**config.mk**
```make
export PLATFORM = sky130hd
export DESIGN_NAME = range_scan_text_parser
export DESIGN_NICKNAME = d
export VERILOG_FILES = /design/src/rtl/rstp_pkg.sv /design/src/rtl/rstp_front.sv /design/src/rtl/rstp_queue.sv /design/src/rtl/rstp_back.sv /design/src/rtl/range_scan_text_parser.sv
export SDC_FILE = /design/constraint.sdc
export NUM_CORES = 1
export LEC_CHECK = 0
export BUFFER_PORTS_ARGS = -buffer_cell sky130_fd_sc_hd__clkbuf_2
export CAP_MARGIN = 20
export CORE_MARGIN = 3
export CORE_UTILIZATION = 38
export CTS_CLUSTER_SIZE = 8
export DETAILED_ROUTE_END_ITERATION = 10
export GPL_TIMING_DRIVEN = 0
export PLACE_DENSITY = 0.57
export SYNTH_ARGS = -nofsm -noshare
export SYNTH_HDL_FRONTEND = slang
export SYNTH_HIERARCHICAL = 1
export SYNTH_SLANG_ARGS = --single-unit
```
**constraint.sdc**
```tcl
create_clock -name clk -period 11.2 [get_ports clk]
set_clock_uncertainty 0.1 [all_clocks]
set_input_delay 2.8 -clock clk [delete_from_list [all_inputs] [get_ports clk]]
set_output_delay 2.8 -clock clk [all_outputs]
set_load 0.02 [all_outputs]
```
**src/rtl/rstp_pkg.sv**
```systemverilog
// Package for the range scan text parser: byte classes, queue item, token and status codes.
`timescale 1ns / 1ps
`default_nettype none
package rstp_pkg;

	// Byte codes the parser cares about
	localparam logic [7:0] CHAR_LF    = 8'd10;
	localparam logic [7:0] CHAR_TAB   = 8'd9;
	localparam logic [7:0] CHAR_VT    = 8'd11;
	localparam logic [7:0] CHAR_FF    = 8'd12;
	localparam logic [7:0] CHAR_CR    = 8'd13;
	localparam logic [7:0] CHAR_SPACE = 8'd32;
	localparam logic [7:0] CHAR_COMMA = 8'd44;
	localparam logic [7:0] CHAR_PLUS  = 8'd43;
	localparam logic [7:0] CHAR_MINUS = 8'd45;
	localparam logic [7:0] CHAR_ZERO  = 8'd48;
	localparam logic [7:0] CHAR_NINE  = 8'd57;
	localparam logic [7:0] CHAR_UC_A  = 8'd65;
	localparam logic [7:0] CHAR_UC_C  = 8'd67;
	localparam logic [7:0] CHAR_UC_I  = 8'd73;
	localparam logic [7:0] CHAR_UC_R  = 8'd82;
	localparam logic [7:0] CHAR_UC_S  = 8'd83;

	// Depth of the queue between classifier and parser
	localparam int QUEUE_DEPTH = 4;

	typedef enum logic [3:0] {
		CH_NEWLINE,
		CH_SPACE,
		CH_COMMA,
		CH_DIGIT,
		CH_PLUS,
		CH_MINUS,
		CH_A,
		CH_S,
		CH_I,
		CH_C,
		CH_R,
		CH_OTHER
	} char_class_t;

	// One classified byte as it travels through the queue
	typedef struct packed {
		char_class_t cls;
		logic [3:0]  digit;
	} item_t;

	typedef enum logic [2:0] {
		TOK_EMPTY,
		TOK_A,
		TOK_S,
		TOK_I,
		TOK_C,
		TOK_CR,
		TOK_CRC,
		TOK_NONE
	} tok_t;

	typedef enum logic [1:0] {
		NP_LEAD,
		NP_DIGITS,
		NP_DONE
	} num_phase_t;

	typedef enum logic [2:0] {
		ST_OK          = 3'd0,
		ST_LOW_SIGNAL  = 3'd1,
		ST_INVALID     = 3'd2,
		ST_CRC         = 3'd3,
		ST_MISSING     = 3'd4,
		ST_ANGLE_RANGE = 3'd5
	} status_t;

endpackage
`default_nettype wire

```
**src/rtl/rstp_front.sv**
```systemverilog
// Front end: classifies each received byte and hands it to the queue.
`timescale 1ns / 1ps
`default_nettype none
module rstp_front (
	input  wire logic          char_valid,
	input  wire logic [7:0]    char_in,
	output logic               char_stall,
	input  wire logic          queue_full,
	output logic               push_valid,
	output rstp_pkg::item_t    push_item
);

	assign char_stall = queue_full;
	assign push_valid = char_valid & ~queue_full;

	always_comb begin
		push_item.digit = char_in[3:0];
		unique case (char_in) inside
			rstp_pkg::CHAR_LF: push_item.cls = rstp_pkg::CH_NEWLINE;
			rstp_pkg::CHAR_TAB, rstp_pkg::CHAR_VT, rstp_pkg::CHAR_FF,
			rstp_pkg::CHAR_CR, rstp_pkg::CHAR_SPACE: push_item.cls = rstp_pkg::CH_SPACE;
			rstp_pkg::CHAR_COMMA: push_item.cls = rstp_pkg::CH_COMMA;
			[rstp_pkg::CHAR_ZERO:rstp_pkg::CHAR_NINE]: push_item.cls = rstp_pkg::CH_DIGIT;
			rstp_pkg::CHAR_PLUS:  push_item.cls = rstp_pkg::CH_PLUS;
			rstp_pkg::CHAR_MINUS: push_item.cls = rstp_pkg::CH_MINUS;
			rstp_pkg::CHAR_UC_A:  push_item.cls = rstp_pkg::CH_A;
			rstp_pkg::CHAR_UC_S:  push_item.cls = rstp_pkg::CH_S;
			rstp_pkg::CHAR_UC_I:  push_item.cls = rstp_pkg::CH_I;
			rstp_pkg::CHAR_UC_C:  push_item.cls = rstp_pkg::CH_C;
			rstp_pkg::CHAR_UC_R:  push_item.cls = rstp_pkg::CH_R;
			default:              push_item.cls = rstp_pkg::CH_OTHER;
		endcase
	end

endmodule
`default_nettype wire

```
**src/rtl/rstp_queue.sv**
```systemverilog
// Short FIFO of classified bytes between the front end and the parser.
`timescale 1ns / 1ps
`default_nettype none
module rstp_queue (
	input  wire logic            clk,
	input  wire logic            arst_n,
	input  wire logic            push_valid,
	input  wire rstp_pkg::item_t push_item,
	output logic                 full,
	output logic                 head_valid,
	output rstp_pkg::item_t      head_item,
	input  wire logic            pop
);

	localparam int Depth  = rstp_pkg::QUEUE_DEPTH;
	localparam int PtrW   = $clog2(Depth);
	localparam int CountW = $clog2(Depth + 1);

	rstp_pkg::item_t    entries_q [Depth];
	logic [PtrW-1:0]    wr_ptr_q;
	logic [PtrW-1:0]    rd_ptr_q;
	logic [CountW-1:0]  count_q;
	logic               do_pop;

	assign full       = (count_q == CountW'(Depth));
	assign head_valid = (count_q != '0);
	assign head_item  = entries_q[rd_ptr_q];
	assign do_pop     = pop & head_valid;

	always_ff @(posedge clk) begin
		if (push_valid) begin
			entries_q[wr_ptr_q] <= push_item;
		end
	end

	always_ff @(posedge clk or negedge arst_n) begin
		if (!arst_n) begin
			wr_ptr_q <= '0;
			rd_ptr_q <= '0;
			count_q  <= '0;
		end else begin
			if (push_valid) begin
				wr_ptr_q <= (wr_ptr_q == PtrW'(Depth - 1)) ? '0 : wr_ptr_q + 1'b1;
			end
			if (do_pop) begin
				rd_ptr_q <= (rd_ptr_q == PtrW'(Depth - 1)) ? '0 : rd_ptr_q + 1'b1;
			end
			case ({push_valid, do_pop})
				2'b10:   count_q <= count_q + 1'b1;
				2'b01:   count_q <= count_q - 1'b1;
				default: count_q <= count_q;
			endcase
		end
	end

endmodule
`default_nettype wire

```
**src/rtl/rstp_back.sv**
```systemverilog
// Back end: line parser state, result assembly and the output register.
`timescale 1ns / 1ps
`default_nettype none
module rstp_back #(
	parameter int LAST_ANGLE = 359
) (
	input  wire logic            clk,
	input  wire logic            arst_n,
	input  wire logic            head_valid,
	input  wire rstp_pkg::item_t head_item,
	output logic                 pop,
	output logic                 meas_valid,
	input  wire logic            meas_stall,
	output logic [8:0]           angle_deg,
	output logic [2:0]           status_code,
	output logic [15:0]          distance_mm,
	output logic [15:0]          strength,
	output logic                 scan_done,
	output logic [31:0]          scan_index
);

	localparam logic [9:0] LastAngle = 10'(LAST_ANGLE);
	localparam logic [9:0] AngleMax  = 10'd1023;
	localparam logic [15:0] ValMax   = 16'hFFFF;

	typedef struct packed {
		logic [2:0]           field_idx;
		rstp_pkg::tok_t       tok;
		logic                 rejected;
		logic                 seen;
		logic                 neg;
		logic                 pending;
		rstp_pkg::num_phase_t phase;
		rstp_pkg::tok_t       status_tok;
		logic [9:0]           angle;
		logic [15:0]          dist_mm;
		logic [15:0]          str;
	} parse_t;

	localparam parse_t ParseClear = '{
		field_idx: 3'd0, tok: rstp_pkg::TOK_EMPTY, rejected: 1'b0, seen: 1'b0,
		neg: 1'b0, pending: 1'b0, phase: rstp_pkg::NP_LEAD,
		status_tok: rstp_pkg::TOK_EMPTY, angle: 10'd0, dist_mm: 16'd0, str: 16'd0
	};

	function automatic logic [9:0] sat_angle(input logic [9:0] acc, input logic [3:0] d);
		logic [13:0] v;
		v = {4'd0, acc} * 14'd10 + {10'd0, d};
		return (v > {4'd0, AngleMax}) ? AngleMax : v[9:0];
	endfunction

	function automatic logic [15:0] sat_val(input logic [15:0] acc, input logic [3:0] d);
		logic [19:0] v;
		v = {4'd0, acc} * 20'd10 + {16'd0, d};
		return (v > {4'd0, ValMax}) ? ValMax : v[15:0];
	endfunction

	function automatic rstp_pkg::tok_t tok_next(input rstp_pkg::tok_t t,
			input rstp_pkg::char_class_t c);
		rstp_pkg::tok_t n;
		n = rstp_pkg::TOK_NONE;
		case (t)
			rstp_pkg::TOK_EMPTY: begin
				case (c)
					rstp_pkg::CH_A: n = rstp_pkg::TOK_A;
					rstp_pkg::CH_S: n = rstp_pkg::TOK_S;
					rstp_pkg::CH_I: n = rstp_pkg::TOK_I;
					rstp_pkg::CH_C: n = rstp_pkg::TOK_C;
					default:        n = rstp_pkg::TOK_NONE;
				endcase
			end
			rstp_pkg::TOK_C:  n = (c == rstp_pkg::CH_R) ? rstp_pkg::TOK_CR : rstp_pkg::TOK_NONE;
			rstp_pkg::TOK_CR: n = (c == rstp_pkg::CH_C) ? rstp_pkg::TOK_CRC : rstp_pkg::TOK_NONE;
			default:          n = rstp_pkg::TOK_NONE;
		endcase
		return n;
	endfunction

	// a held whitespace byte joins the field as content
	function automatic parse_t feed_space(input parse_t s);
		parse_t r;
		r = s;
		r.tok = rstp_pkg::TOK_NONE;
		if (s.phase == rstp_pkg::NP_DIGITS) begin
			r.phase = rstp_pkg::NP_DONE;
		end
		r.seen    = 1'b1;
		r.pending = 1'b0;
		return r;
	endfunction

	function automatic parse_t feed_char(input parse_t s, input rstp_pkg::item_t it);
		parse_t r;
		r = s;
		r.tok = tok_next(s.tok, it.cls);
		if (s.phase != rstp_pkg::NP_DONE) begin
			case (it.cls)
				rstp_pkg::CH_DIGIT: begin
					r.phase = rstp_pkg::NP_DIGITS;
					case (s.field_idx)
						3'd1:    r.angle   = sat_angle(s.angle, it.digit);
						3'd2:    r.dist_mm = sat_val(s.dist_mm, it.digit);
						3'd3:    r.str     = sat_val(s.str, it.digit);
						default: r.angle   = s.angle;
					endcase
				end
				rstp_pkg::CH_PLUS, rstp_pkg::CH_MINUS: begin
					if (s.phase == rstp_pkg::NP_LEAD) begin
						r.neg   = (it.cls == rstp_pkg::CH_MINUS);
						r.phase = rstp_pkg::NP_DIGITS;
					end else begin
						r.phase = rstp_pkg::NP_DONE;
					end
				end
				default: r.phase = rstp_pkg::NP_DONE;
			endcase
		end
		r.seen = 1'b1;
		return r;
	endfunction

	function automatic parse_t finish_field(input parse_t s);
		parse_t r;
		r = s;
		case (s.field_idx)
			3'd0: r.rejected = (s.tok != rstp_pkg::TOK_A);
			3'd1: if (s.neg) r.angle = '0;
			3'd2: begin
				r.status_tok = s.tok;
				if (s.neg) r.dist_mm = '0;
			end
			3'd3: if (s.neg) r.str = '0;
			default: r.rejected = s.rejected;
		endcase
		r.tok   = rstp_pkg::TOK_EMPTY;
		r.neg   = 1'b0;
		r.phase = rstp_pkg::NP_LEAD;
		return r;
	endfunction

	parse_t            st_q;
	parse_t            st_d;
	parse_t            work_st;
	parse_t            fin_st;
	logic [31:0]       scan_cnt_q;
	logic [2:0]        present;
	rstp_pkg::status_t status;
	logic              status_kept;
	logic              emit;
	logic              done;
	logic              out_free;
	logic              is_newline;
	logic              out_valid_q;

	assign is_newline = (head_item.cls == rstp_pkg::CH_NEWLINE);
	assign out_free   = ~out_valid_q | ~meas_stall;
	assign pop        = head_valid & (~is_newline | out_free);
	assign meas_valid = out_valid_q;

	// Line end view of the state
	assign fin_st  = st_q.seen ? finish_field(st_q) : st_q;
	assign present = st_q.field_idx + {2'd0, st_q.seen};
	assign emit    = (present != 3'd0) & ~fin_st.rejected;

	always_comb begin
		if (present < 3'd3) begin
			status = rstp_pkg::ST_MISSING;
		end else if (fin_st.status_tok == rstp_pkg::TOK_S) begin
			status = rstp_pkg::ST_LOW_SIGNAL;
		end else if (fin_st.status_tok == rstp_pkg::TOK_I) begin
			status = rstp_pkg::ST_INVALID;
		end else if (fin_st.status_tok == rstp_pkg::TOK_CRC) begin
			status = rstp_pkg::ST_CRC;
		end else begin
			status = (present < 3'd4) ? rstp_pkg::ST_MISSING : rstp_pkg::ST_OK;
		end
		if (status != rstp_pkg::ST_MISSING && fin_st.angle > LastAngle) begin
			status = rstp_pkg::ST_ANGLE_RANGE;
		end
	end

	assign status_kept = (status != rstp_pkg::ST_MISSING) &&
		(status != rstp_pkg::ST_ANGLE_RANGE);
	assign done = status_kept & (fin_st.angle == LastAngle);

	always_comb begin
		work_st = st_q;
		if (st_q.pending) begin
			work_st = feed_space(st_q);
		end
		if (head_item.cls == rstp_pkg::CH_COMMA) begin
			work_st = finish_field(work_st);
			if (work_st.field_idx < 3'd4) begin
				work_st.field_idx = work_st.field_idx + 1'b1;
			end
			work_st.seen = 1'b0;
		end else begin
			work_st = feed_char(work_st, head_item);
		end
	end

	always_comb begin
		st_d = st_q;
		if (pop) begin
			case (head_item.cls)
				rstp_pkg::CH_NEWLINE: st_d = ParseClear;
				rstp_pkg::CH_SPACE: begin
					if (st_q.field_idx != 3'd0 || st_q.seen) begin
						st_d.pending = 1'b1;
					end
				end
				default: st_d = work_st;
			endcase
		end
	end

	always_ff @(posedge clk or negedge arst_n) begin
		if (!arst_n) begin
			st_q        <= ParseClear;
			scan_cnt_q  <= '0;
			out_valid_q <= 1'b0;
		end else begin
			st_q <= st_d;
			if (pop && is_newline && emit) begin
				out_valid_q <= 1'b1;
				if (done) begin
					scan_cnt_q <= scan_cnt_q + 1'b1;
				end
			end else if (!meas_stall) begin
				out_valid_q <= 1'b0;
			end
		end
	end

	always_ff @(posedge clk) begin
		if (pop && is_newline && emit) begin
			angle_deg   <= status_kept ? fin_st.angle[8:0] : 9'd0;
			status_code <= status;
			distance_mm <= (status == rstp_pkg::ST_OK) ? fin_st.dist_mm : 16'd0;
			strength    <= (status == rstp_pkg::ST_OK) ? fin_st.str : 16'd0;
			scan_done   <= done;
			scan_index  <= done ? scan_cnt_q : 32'd0;
		end
	end

endmodule
`default_nettype wire

```
**src/rtl/range_scan_text_parser.sv**
```systemverilog
// Top level of the range scan text parser: classifier, byte queue and line parser.
`timescale 1ns / 1ps
`default_nettype none
// Usage:
//   The char channel takes one received byte per item (char_valid/char_stall).
//   Lines look like "A,<angle>,<distance>,<strength>" or "A,<angle>,S|I|CRC",
//   ended by byte 10, with whitespace trimmed at both ends of the line.
//   The meas channel gives one item per accepted line (meas_valid/meas_stall):
//   angle, status code, distance, strength, scan completion flag and scan index.
//   Lines whose first field is not exactly "A", and blank lines, give no item.
// Throughput: one byte per cycle while char_stall is low. Every byte, newline included,
//   is taken in a single parser step.
// Path: an accepted newline is written into the byte queue, then popped
//   through the parser into the output register, which raises meas_valid.
// Stall: the output register holds its item while meas_stall is high; bytes
//   keep flowing until a newline meets a full output register. The 4-entry
//   queue then fills and char_stall rises when it is full.
// Reset: arst_n clears the parser state, the queue, the output valid and the
//   scan counter; no item is pending after reset.
module range_scan_text_parser #(
	parameter int LAST_ANGLE = 359
) (
	input  wire logic        clk,
	input  wire logic        arst_n,
	input  wire logic        char_valid,
	output logic             char_stall,
	input  wire logic [7:0]  char_in,
	output logic             meas_valid,
	input  wire logic        meas_stall,
	output logic [8:0]       angle_deg,
	output logic [2:0]       status_code,
	output logic [15:0]      distance_mm,
	output logic [15:0]      strength,
	output logic             scan_done,
	output logic [31:0]      scan_index
);

	logic            push_valid;
	rstp_pkg::item_t push_item;
	logic            queue_full;
	logic            head_valid;
	rstp_pkg::item_t head_item;
	logic            pop;

	// byte classification, no state
	rstp_front u_front (
		.char_valid (char_valid),
		.char_in    (char_in),
		.char_stall (char_stall),
		.queue_full (queue_full),
		.push_valid (push_valid),
		.push_item  (push_item)
	);

	// decouples the input side from output stalls
	rstp_queue u_queue (
		.clk        (clk),
		.arst_n     (arst_n),
		.push_valid (push_valid),
		.push_item  (push_item),
		.full       (queue_full),
		.head_valid (head_valid),
		.head_item  (head_item),
		.pop        (pop)
	);

	// field parser and result register
	rstp_back #(
		.LAST_ANGLE (LAST_ANGLE)
	) u_back (
		.clk         (clk),
		.arst_n      (arst_n),
		.head_valid  (head_valid),
		.head_item   (head_item),
		.pop         (pop),
		.meas_valid  (meas_valid),
		.meas_stall  (meas_stall),
		.angle_deg   (angle_deg),
		.status_code (status_code),
		.distance_mm (distance_mm),
		.strength    (strength),
		.scan_done   (scan_done),
		.scan_index  (scan_index)
	);

endmodule
`default_nettype wire

```
==> summary.md, run 1 <==
| Metric | Value |
|---|---|
| Status | complete, no violations |
| Nets | 1393 |
| Worst Path Class, Setup | in -> reg |
| Post-synth EDFFs | 109 |
| Clk_lat worst skew | 0.52 ns |
| Core area | ~32000 µm² |
| Compound-Gate Fraction of Synth Area | 12.2% |
| Tcrit/Tclk final | between 40% and 50% |
| Via count | approximately 8.8k |
| Fmax | 199 MHz |
| Area of the multi-input gates | 6200 µm² |
| DR iter-0 viols | 470 |
| Setup_tns | 0 ns |
| Initial DRT Pass Iterations | 4 |
| Most frequent cell on the critical path | nand2_1 |
| Startpoint Class | primary input |
| Slowest stage cell, crit path | nor3_2 |
| Die width | 186 µm |
| Syn nets | roughly 1.3k |
| Cell row count | 65 |
| Post_cts resized | 0 |
| Hpwl dp | 19.3 mm |
| Final Routed Wirelength | ~26 mm |
| Mean Syn Cell Area | 10.6 µm² |
| Max FO, Critical Path | 7 |
| Static leakage | 6.26 nW |
| Worst-path cell chain | clkbuf_2 -> nand2_1 -> nand2_1 -> nor2_1 -> o2111ai_1 -> nor3_2 -> nand3_1 -> nor2_2 -> nand2_1 -> nor3_1 -> xor2_1 |
| CTS tree | built |
| Yosys warning total | 6 |
| Async SR Flop Fraction | between 40% and 50% |
| Num ports | slightly above 90 |
| First-pass GRT wire length | 43.4 mm |
| Adder-Cell Fraction of Synth Area | 10.8% |
| Overflow after GRT | 0 |
| Type of the worst min-delay path | reg -> reg |
| Vias in the first global route | 8725 |
| Cells after synthesis | 1158 |
| Relative slew slack | 43.9% |
| CTS Hold Buffers Added | 0 |
| Final setup fails | 0 |
| CTS buffer count | 29 |
| Fin. Hold Viols | 0 |
| Htree depth | 1 |
| Share of layout cells above drive strength 1 | 12.8% |
| Final ANT Viol Nets | 0 |
| Post-synth top flop | edfxtp_1 |
| Die area | 34500 µm² |
| Total global-route track usage | 15.1% |
| Clock-pin slew on the worst setup and hold paths | 0.05 ns |
| Root buf cell | clkbuf_16 |
| DRC Markers | 0 |
| Max-cap check violation count | 0 |
| WL/cell | 15.2 µm |
| Crit. End Element | register |
| Total setup buffers inserted after CTS | 0 |
| Sequential area share after synthesis | 46.5% |
| Critical path data arrival time | 5.37 ns |
| Die Y | 186 µm |
| Largest family of logic cells by synthesized area | simple AND/OR/NAND/NOR gates |
| CP Data Required Time | 11.53 ns |
| Post-Synth Simple-Gate Area | 18.2% |
| Clk sinks | 206 |
| RD Place Congestion | 0.859 |
| Final-layout fill cell count | 3071 |
| Min cycle time layout | between 5 and 6 ns |
| Total power divided by cell area | 197 nW/µm² |
| Layout area overhead | 14.8% |
| Distinct cells, synth | 86 |
| Mux share of post-synthesis cell area | 2.74% |
| Largest net degree at the start of global routing | 58 |
| Register-to-register setup slack | 6.76 ns |
| Initial antenna violation count | 0 |
| Xor/xnor cell area share of the yosys netlist | under 10% |
| Initial Utilization | 38.7% |
| CP peak stage delay | 0.47 ns |
| Worst Max-Slew Pin Slew | about 0.83 ns |
| Register area | approximately 5700 µm² |
| Unrepaired setup endpoints after global routing | no |
| Design Power | 2.77 mW |
| Clock Path Buffers | 3 |
| Max-slew violations | 0 |
| PortBufs | 88 |
| Synth Cell Area | 12300 µm² |
| #FFs+latches synth | 206 |
| Antenna cells | 0 |
| Peak supply drop | 0.106 mV |
| Mean number of vias per cell | between 5 and 6 |
## report_power, final
part	leakage [nW]	internal, mW	switching (mW)
sequential	2.29	0.923	0.0861
clock	0.389	0.481	0.300
combinational	3.58	0.376	0.605
total	6.26	1.78	0.991
## layout make-up
type / count / area share, %
multi-input combinational: 869 / 44.0
sequential: 206 / 40.5
clock buffer: 52 / 5.77
tap: 402 / 3.57
timing repair buffer: 90 / 3.48
buffer: 38 / 1.40
inverter: 45 / 1.22
clock inverter: 1 / 0.0622
## synthesized netlist by cell type, drive strengths merged (23+ instances only)
cell type  instances  area [µm²]
xnor2             45         394
ha                95        1190
nor2              87         332
clkbuf            23        86.3
nand3             29         145
o21ai             63         323
dfrtp             97        2430
nand2            121         462
xor2              46         403
a21oi             42         218
nor3              27         140
edfxtp           109        3270
inv               45         169
and2              76         475
## state kept, by name, summed over array words and instances (netlist names)
register	cells
u_back/st_q	57
u_back/scan_cnt_q	32
u_back/scan_index	32
u_queue/entries_q	32
u_back/distance_mm	16
u_back/strength	16
u_back/angle_deg	9
u_back/status_code	3
u_queue/count_q	3
u_queue/rd_ptr_q	2
u_queue/wr_ptr_q	2
u_back/meas_valid	1
u_back/scan_done	1
## worst paths after layout
path	end	startpoint	depth (start not counted)
worst min-delay path	u_back/scan_cnt_q[31]	u_back/scan_cnt_q[31]	1
worst max register to register	u_back/scan_cnt_q[19]	u_queue/rd_ptr_q[0]	13
worst min register to register	u_back/scan_cnt_q[31]	u_back/scan_cnt_q[31]	1
max in group asynchronous	u_back/scan_cnt_q[17]	arst_n	2
worst max-delay path	u_back/scan_cnt_q[19]	meas_stall	11
min in group asynchronous	u_back/meas_valid	arst_n	1
## routing by layer
metal | part of all wire, % | up-vias | global-route usage (%)
met3 | 3.6 | 36 | 1.84
li1 | - | 4451 | -
met2 | 46 | 159 | 25.5
met4 | 1.9 | 0 | 3.52
met5 | 0 | - | 0
met1 | 48 | 4170 | 21.0
## critical path: cells and delay by family
| kind | cells | cell delay [ns] |
|---|---|---|
| and+or+nand+nor | 8 | 1.93 |
| AOI/OAI and AO/OA | 1 | 0.37 |
| xor gates and xnor gates | 1 | 0.17 |
| buffers and inverters | 1 | 0.08 |
## stage by stage
step | std cells | hold WS, ns | utilization, % | instance area [µm²] | worst slack (ns)
2_1_floorplan | 1158 | 0.334 | - | 12300 | 5.89
3_3_place_gp | 1648 | 0.351 | 41.6 | 13200 | 4.69
3_5_place_dp | 1650 | 0.370 | 41.8 | 13300 | 5.56
4_1_cts | 1703 | 0.376 | 44.4 | 14100 | 6.10
5_1_grt | 1703 | 0.383 | 44.4 | 14100 | 5.92
6_report | 1703 | 0.377 | 44.4 | 14100 | 6.17
## cells in the final DEF, fill, tap and decap left out, types with 8 or more instances in the layout
master and count:
and3_1 17, o21ai_1 17, nor3b_1 10, a21oi_1 40
ha_1 95, nor2b_1 10, buf_4 8, or3_1 8
a211oi_1 9, a31oi_1 8, nor3_1 26, nand3_1 29
o211ai_1 10, mux4_2 8, xor2_1 46, nand2_1 120
and2_1 76, edfxtp_1 109, inv_1 43, nand2b_1 10
clkbuf_16 29, clkbuf_1 46, dfrtp_1 97, nor2_1 85
xnor2_1 45, a221o_1 17, o21ai_0 44, a21o_1 14
clkbuf_2 87
## cell families (layout without fill, tap and decap cells)
family	count (synthesis)	count (layout)
compound gates	219	219
xor+xnor	91	91
fa+ha+maj	102	102
buf+inv	83	226
flops	206	206
mux	22	22
simple gates	435	435
(Power assumes the default switching activity.)
==> run 2, diff against run 1 <==
- PLACE_DENSITY: 0.57 -> 0.59
- clock period: 11.2 -> 4.4 ns (I/O delays scaled with it)
==> run 2 against run 1 <==
Compared with the run above: worst setup slack worse by 5.9 ns; combinational power grew to 2.6 times the previous value; worst hold slack worse by 0.022 ns; clock power grew to 2.6 times the previous value; final cell count is 0.29% higher; via count is 0.47% higher; non-clock buffer count is 5 higher.
==> summary.md, run 2 (synthesized netlist as in run 1, its figures left out) <==
| Metric | Value |
|---|---|
| RD Place Congestion | 0.805 (-6.3%) |
| Fin. Hold Viols | 0 (unchanged) |
| Startpoint Class | register |
| DR iter-0 viols | 503 (+7.0%) |
| Design Power | 7.13 mW (+160%) |
| DRC Markers | 0 (unchanged) |
| Biggest register | u_back/st_q |
| Commonest non-fill, non-tap cell in the layout | nand2_1 |
| Vias in the first global route | 8703 (-0.25%) |
| Initial Utilization | 38.7% (unchanged) |
| Psw | 2.56 mW (+160%) |
| Max reg flops | 57 (unchanged) |
| Tcrit/Tclk final | 94.5% |
| First-pass GRT wire length | 43.6 mm (+0.46%) |
| Final Routed Wirelength | 26.3 mm (+1.5%) |
| CTS tree | built |
| PortBufs | 88 (unchanged) |
| Type of the worst min-delay path | reg -> reg |
| Worst Path Class, Setup | reg -> reg |
| Peak supply drop | 0.307 mV (+190%) |
| Placed insts | 1649 (-0.061%) |
| Critical path data arrival time | 4.46 ns (-0.91 ns) |
| Hold Path Depth | 1 (unchanged) |
| Clock share of power | 28.3% (about the same) |
| Int Pwr | 4.57 mW (+160%) |
| Core area | 31700 µm² (unchanged) |
| Clk_lat worst skew | 0.53 ns (about the same) |
| Crit. End Element | register |
| Via count | 8857 (+0.47%) |
| Final Cell Area | 14200 µm² (+0.84%) |
| Clock Path Buffers | 3 (unchanged) |
| Initial antenna violation count | 0 (unchanged) |
| CP top delay family | compound AO/OA/AOI/OAI gates |
| Register-to-register setup slack | 0.24 ns (-6.52 ns) |
| Dpl cell area | 13200 µm² (-0.10%) |
| Worst Max-Slew Pin Slew | 0.797 ns (-0.0377 ns) |
| Hold Crit Endpoint | u_back/scan_cnt_q[31] |
| Most frequent cells in the layout | nand2_1 (120), edfxtp_1 (109), dfrtp_1 (97), ha_1 (95), clkbuf_2 (89) |
| Switching Share | 35.9% (+0.13 points) |
| Pre-CTS setup slack | -0.0234 ns (-5.58 ns) |
| Nets | 1398 (+0.36%) |
| Clk sinks | 206 (unchanged) |
| Most frequent cell on the critical path | ha_1 |
| Flop pwr share | 36.0% (-0.4 points) |
| Overflow after GRT | 0 (unchanged) |
| CP Data Required Time | 4.70 ns (-6.83 ns) |
| Die area | 34500 µm² (unchanged) |
| Min cycle time layout | 4.16 ns |
| WL/cell | 15.4 µm (+1.2%) |
| Max-slew violations | 0 (unchanged) |
| Largest net degree at the start of global routing | 98 (+69%) |
| RR Endpoint | u_back/st_q[1] |
| Finished Layout Cells | 1708 (+0.29%) |
| Clock-pin slew on the worst setup and hold paths | 0.05 ns (about the same) |
| CTS buffer count | 29 (unchanged) |
| Antenna cells | 0 (unchanged) |
| Logic pwr share | 35.6% (+0.2 points) |
| R2r worst-path depth | 14 (+1) |
| Hold slack | 0.355 ns (-0.0221 ns) |
| Final ANT Viol Nets | 0 (unchanged) |
| Total power divided by cell area | 502 nW/µm² (+160%) |
| Final setup fails | 0 (unchanged) |
| Layout area overhead | 15.8% |
| Slowest stage cell, crit path | a2111oi_1 |
| Share of layout cells above drive strength 1 | 14.1% (+1.3 points) |
| Critical R2R Launch | u_back/st_q[1] |
| Initial DRT Pass Iterations | 5 (+1) |
| Hpwl dp | 19.1 mm (-0.65%) |
| Num ports | 91 (unchanged) |
| CP peak stage delay | 0.47 ns (about the same) |
| Mean number of vias per cell | 5.19 (+0.17%) |
| Die Y | 186 µm (unchanged) |
| Static leakage | 6.32 nW (+1.0%) |
| Die width | 186 µm (unchanged) |
| CP bufs+invs | 1 (unchanged) |
| Fmax | between 200 and 250 MHz |
| Hold path start | u_back/scan_cnt_q[31] |
| Cell row count | 65 (unchanged) |
| Final worst setup slack | 0.240 ns (-5.93 ns) |
| Total global-route track usage | 15.1% (about the same) |
| Status | complete, no violations |
| Worst-path cell chain | ha_1 -> ha_1 -> fa_1 -> a21o_1 -> a221o_1 -> a2111oi_1 -> o2bb2ai_2 -> a21oi_4 -> and3_1 -> a211oi_1 -> o31a_1 -> buf_4 -> nor3b_1 -> o21ai_1 |
| Htree depth | 1 (unchanged) |
| Relative slew slack | 46.5% (+2.5 points) |
| Max-cap check violation count | 0 (unchanged) |
| Root buf cell | clkbuf_16 |
| Max FO, Critical Path | 6 (-1) |
[run 2: worst max-delay path by stage]
stage	startpoint	to	slack [ns]	cells after the start
3_3_place_gp	u_queue/rd_ptr_q[0]	u_back/strength[15]	-0.90	8
2_1_floorplan	u_queue/rd_ptr_q[0]	u_back/angle_deg[0]	0.37	8
5_1_grt	u_back/st_q[1]	u_back/st_q[9]	-0.002	14
6_report	u_back/st_q[1]	u_back/st_q[1]	0.24	14
4_1_cts	u_queue/rd_ptr_q[1]	u_back/st_q[29]	0.007	14
3_5_place_dp	u_queue/rd_ptr_q[0]	u_back/scan_cnt_q[19]	-0.02	13
[run 2: cell type report]
| class | instances | area (µm²) |
|---|---|---|
| tap | 402 | 503 |
| multi-input combinational | 869 | 6270 |
| inverter | 45 | 171 |
| clock buffer | 52 | 822 |
| buffer | 38 | 203 |
| fill | 2993 | 17500 |
| clock inverter | 1 | 8.76 |
| timing repair buffer | 95 | 522 |
| sequential | 206 | 5700 |
[run 2: layer usage]
layer  part of all wire, %  wire length (µm)  up-vias  GRT usage, %
met2                    46             12200      161          25.4
met4                   1.5               403        0          3.31
met3                   4.0              1050       31          2.15
met1                    48             12600     4199          20.9
met5                     0                 0        -             0
li1                      -                 -     4466             -
[run 2: power groups by stage]
stage / Clock, mW / Sequential, mW / Combinational (mW)
4_1_cts: 2.08 / 2.57 / 2.53
3_3_place_gp: 0 / 2.60 / 2.45
5_1_grt: 2.16 / 2.60 / 2.89
2_1_floorplan: 0 / 2.59 / 1.85
6_report: 2.02 / 2.57 / 2.54
3_5_place_dp: 0 / 2.60 / 2.51
[run 2: through the flow]
stage           TNS, ns  util (%)
2_1_floorplan         0         -
3_3_place_gp     -68.90      41.6
3_5_place_dp    -0.0348      41.8
4_1_cts               0      44.4
5_1_grt        -0.00227      44.8
6_report              0      44.8
[run 2: worst register-to-register path: cells and delay by family (launching register included)]
family                   cells  cell delay [ns]
adder cells (fa/ha/maj)      3             0.98
AND/OR/NAND/NOR              2             0.41
flip-flops                   1             0.44
AO/OA/AOI/OAI                8             1.94
buffers and inverters        1             0.17
[run 2: timing repair]
action                                  4_1_cts  5_1_grt
hold buffers                                  0        0
setup buffers                                 0        6
gates resized for setup                       1       18
endpoints found under the setup margin       12       47
pin swaps                                     1        2
==> run 3, diff against run 2 <==
- RECOVER_POWER: unset -> 100
- SETUP_SLACK_MARGIN: unset -> 0.02
==> run 3 against run 2 <==
Compared with the run above: the run now ends with capacitance limit, slew limit left; critical path type unchanged; highest routed layer unchanged; power is 0.55% lower; largest power group unchanged; global-route usage hardly changed; worst setup slack better by 0.0044 ns; sequential power hardly changed; non-clock buffer count is 2 higher; sequential share of layout area is 0.44 points higher; final cell count is 0.12% higher.
==> summary.md, run 3 (synthesized netlist as in run 1, its figures left out) <==
| Metric | Value |
|---|---|
| Die area | 34500 µm² (unchanged) |
| Die Y | 186 µm (unchanged) |
| Final setup fails | 0 (unchanged) |
| Overflow after GRT | 0 (unchanged) |
| Fin. Hold Viols | 0 (unchanged) |
| PortBufs | 88 (unchanged) |
| Total global-route track usage | 15.1% (about the same) |
| Initial DRT Pass Iterations | 5 (unchanged) |
| Biggest register | u_back/st_q |
| Max-slew violations | 98 (+98) |
| Tcrit/Tclk final | 94.4% (-0.10 points) |
| Worst Path Class, Setup | reg -> reg |
| Fmax | 241 MHz (+0.11%) |
| Final ANT Viol Nets | 0 (unchanged) |
| Status | finished, violations left |
| Peak supply drop | 0.307 mV (+0.12%) |
| Initial Utilization | 38.7% (unchanged) |
| Antenna cells | 0 (unchanged) |
| Placed insts | 1649 (unchanged) |
| RD Place Congestion | 0.805 (unchanged) |
| Initial antenna violation count | 0 (unchanged) |
| Share of layout cells above drive strength 1 | 7.19% (-6.9 points) |
| Layout area overhead | 14.5% |
| First-pass GRT wire length | 43.6 mm (about the same) |
| Final-layout fill cell count | 3036 (+1.4%) |
| Clock Path Buffers | 3 (unchanged) |
| Die width | 186 µm (unchanged) |
| Type of the worst min-delay path | reg -> reg |
| Worst Max-Slew Pin Slew | 2.50 ns (+1.70 ns) |
| Unrepaired setup endpoints after global routing | no |
| Final Routed Wirelength | 26.4 mm (+0.34%) |
| Clk sinks | 206 (unchanged) |
| Core area | 31700 µm² (unchanged) |
| Area of the multi-input gates | 6260 µm² (-0.24%) |
| DRC Markers | 0 (unchanged) |
| Final Cell Area | 14000 µm² (-1.1%) |
| Dpl cell area | 13200 µm² (unchanged) |
| Static leakage | 6.00 nW (-5.1%) |
| Register area | 5700 µm² (unchanged) |
| Clock-pin slew on the worst setup and hold paths | 0.05 ns (about the same) |
| CP Data Required Time | 4.70 ns (about the same) |
| Total power divided by cell area | 505 nW/µm² (+0.54%) |
| Hpwl dp | 19.1 mm (unchanged) |
| DR iter-0 viols | 470 (-6.6%) |
| Mean number of vias per cell | 5.18 (-0.11%) |
| Relative slew slack | -66.7% (-110 points) |
| Max-cap check violation count | 1 (+1) |
| Commonest non-fill, non-tap cell in the layout | clkbuf_1 |
| Min cycle time layout | 4.16 ns (-0.00443 ns) |
| CTS buffer count | 29 (unchanged) |
| CTS tree | built |
| Largest net degree at the start of global routing | 98 (unchanged) |
| Root buf cell | clkbuf_16 |
| Most frequent cells in the layout | clkbuf_1 (131), nand2_1 (121), edfxtp_1 (109), dfrtp_1 (97), ha_1 (95) |
| Max FO, Critical Path | 10 (+4) |
| Clk_lat worst skew | 0.53 ns (about the same) |
| Critical path data arrival time | 4.46 ns (about the same) |
| Vias in the first global route | 8703 (unchanged) |
| Num ports | 91 (unchanged) |
| Startpoint Class | register |
| Htree depth | 1 (unchanged) |
| Via count | 8858 (+0.011%) |
| Max reg flops | 57 (unchanged) |
| Final Util | 44.3% (-0.49 points) |
| WL/cell | 15.4 µm (+0.22%) |
| Failing checks | capacitance limit, slew limit |
| Finished Layout Cells | 1710 (+0.12%) |
| Nets | 1400 (+0.14%) |
| Cell row count | 65 (unchanged) |
| Crit. End Element | register |
run 3: path summary, 6_finish.rpt:
| check | from | endpoint | slack [ns] | cells past startpoint |
|---|---|---|---|---|
| worst max register to register | u_back/st_q[17] | u_back/st_q[29] | 0.24 | 14 |
| min in group asynchronous | arst_n | u_back/meas_valid | 1.24 | 1 |
| worst min register to register | u_back/scan_cnt_q[31] | u_back/scan_cnt_q[31] | 0.36 | 1 |
| worst max-delay path | u_back/st_q[17] | u_back/st_q[29] | 0.24 | 14 |
| max in group asynchronous | arst_n | u_back/scan_cnt_q[28] | 1.48 | 1 |
| worst min-delay path | u_back/scan_cnt_q[31] | u_back/scan_cnt_q[31] | 0.36 | 1 |
run 3: repair_timing:
| item | in CTS | in global routing |
|---|---|---|
| gates resized for setup | 4 | 15 |
| pin swaps | 1 | 2 |
| setup endpoints to repair | 17 | 46 |
| buffers inserted | 0 | 8 |
| hold buffers | 0 | 0 |
| endpoints found under the hold margin | 0 | 0 |
run 3: per-stage QoR:
stage	worst slack (ns)	hold slack [ns]	total power, mW	setup TNS, ns
6_report	0.245	0.356	7.09	0
5_1_grt	0.0122	0.385	7.61	0
4_1_cts	0.0495	0.364	7.17	0
3_5_place_dp	-0.0234	0.358	5.11	-0.0348
3_3_place_gp	-0.899	0.351	5.06	-68.90
2_1_floorplan	0.366	0.334	4.44	0
run 3: report_power, final:
part	switching [mW]	internal [mW]
clock network	0.777	1.24
registers	0.220	2.35
logic	1.56	0.944
total	2.55	4.54
run 3: per-layer routing:
metal  share of wire (%)  track usage, %  vias up
met5                   0               0        -
met4                 1.4            3.31        0
met3                 3.9            2.15       29
met2                  46            25.4      168
met1                  48            21.0     4195
li1                    -               -     4466
run 3: final cells by class:
| class | instances | area share (%) |
|---|---|---|
| Clock inverter | 1 | 0.0623 |
| Clock buffer | 52 | 5.85 |
| Inverter | 45 | 1.21 |
| Tap cell | 402 | 3.58 |
| Multi-Input combinational cell | 869 | 44.5 |
| Timing Repair Buffer | 97 | 2.84 |
| Buffer | 38 | 1.34 |
| Sequential cell | 206 | 40.6 |
run 3: worst max-delay path, stage by stage (launching register included):
cell and delay [ns]:
dfrtp_1 0.43, ha_1 0.32, ha_1 0.23, fa_1 0.41, a21o_1 0.23, a21oi_4 0.21, xnor2_2 0.15, and3_1 0.22
and4_4 0.26, nand4_4 0.11, or4_1 0.56, mux2i_2 0.21, a21boi_2 0.15, buf_6 0.18, a221o_1 0.27
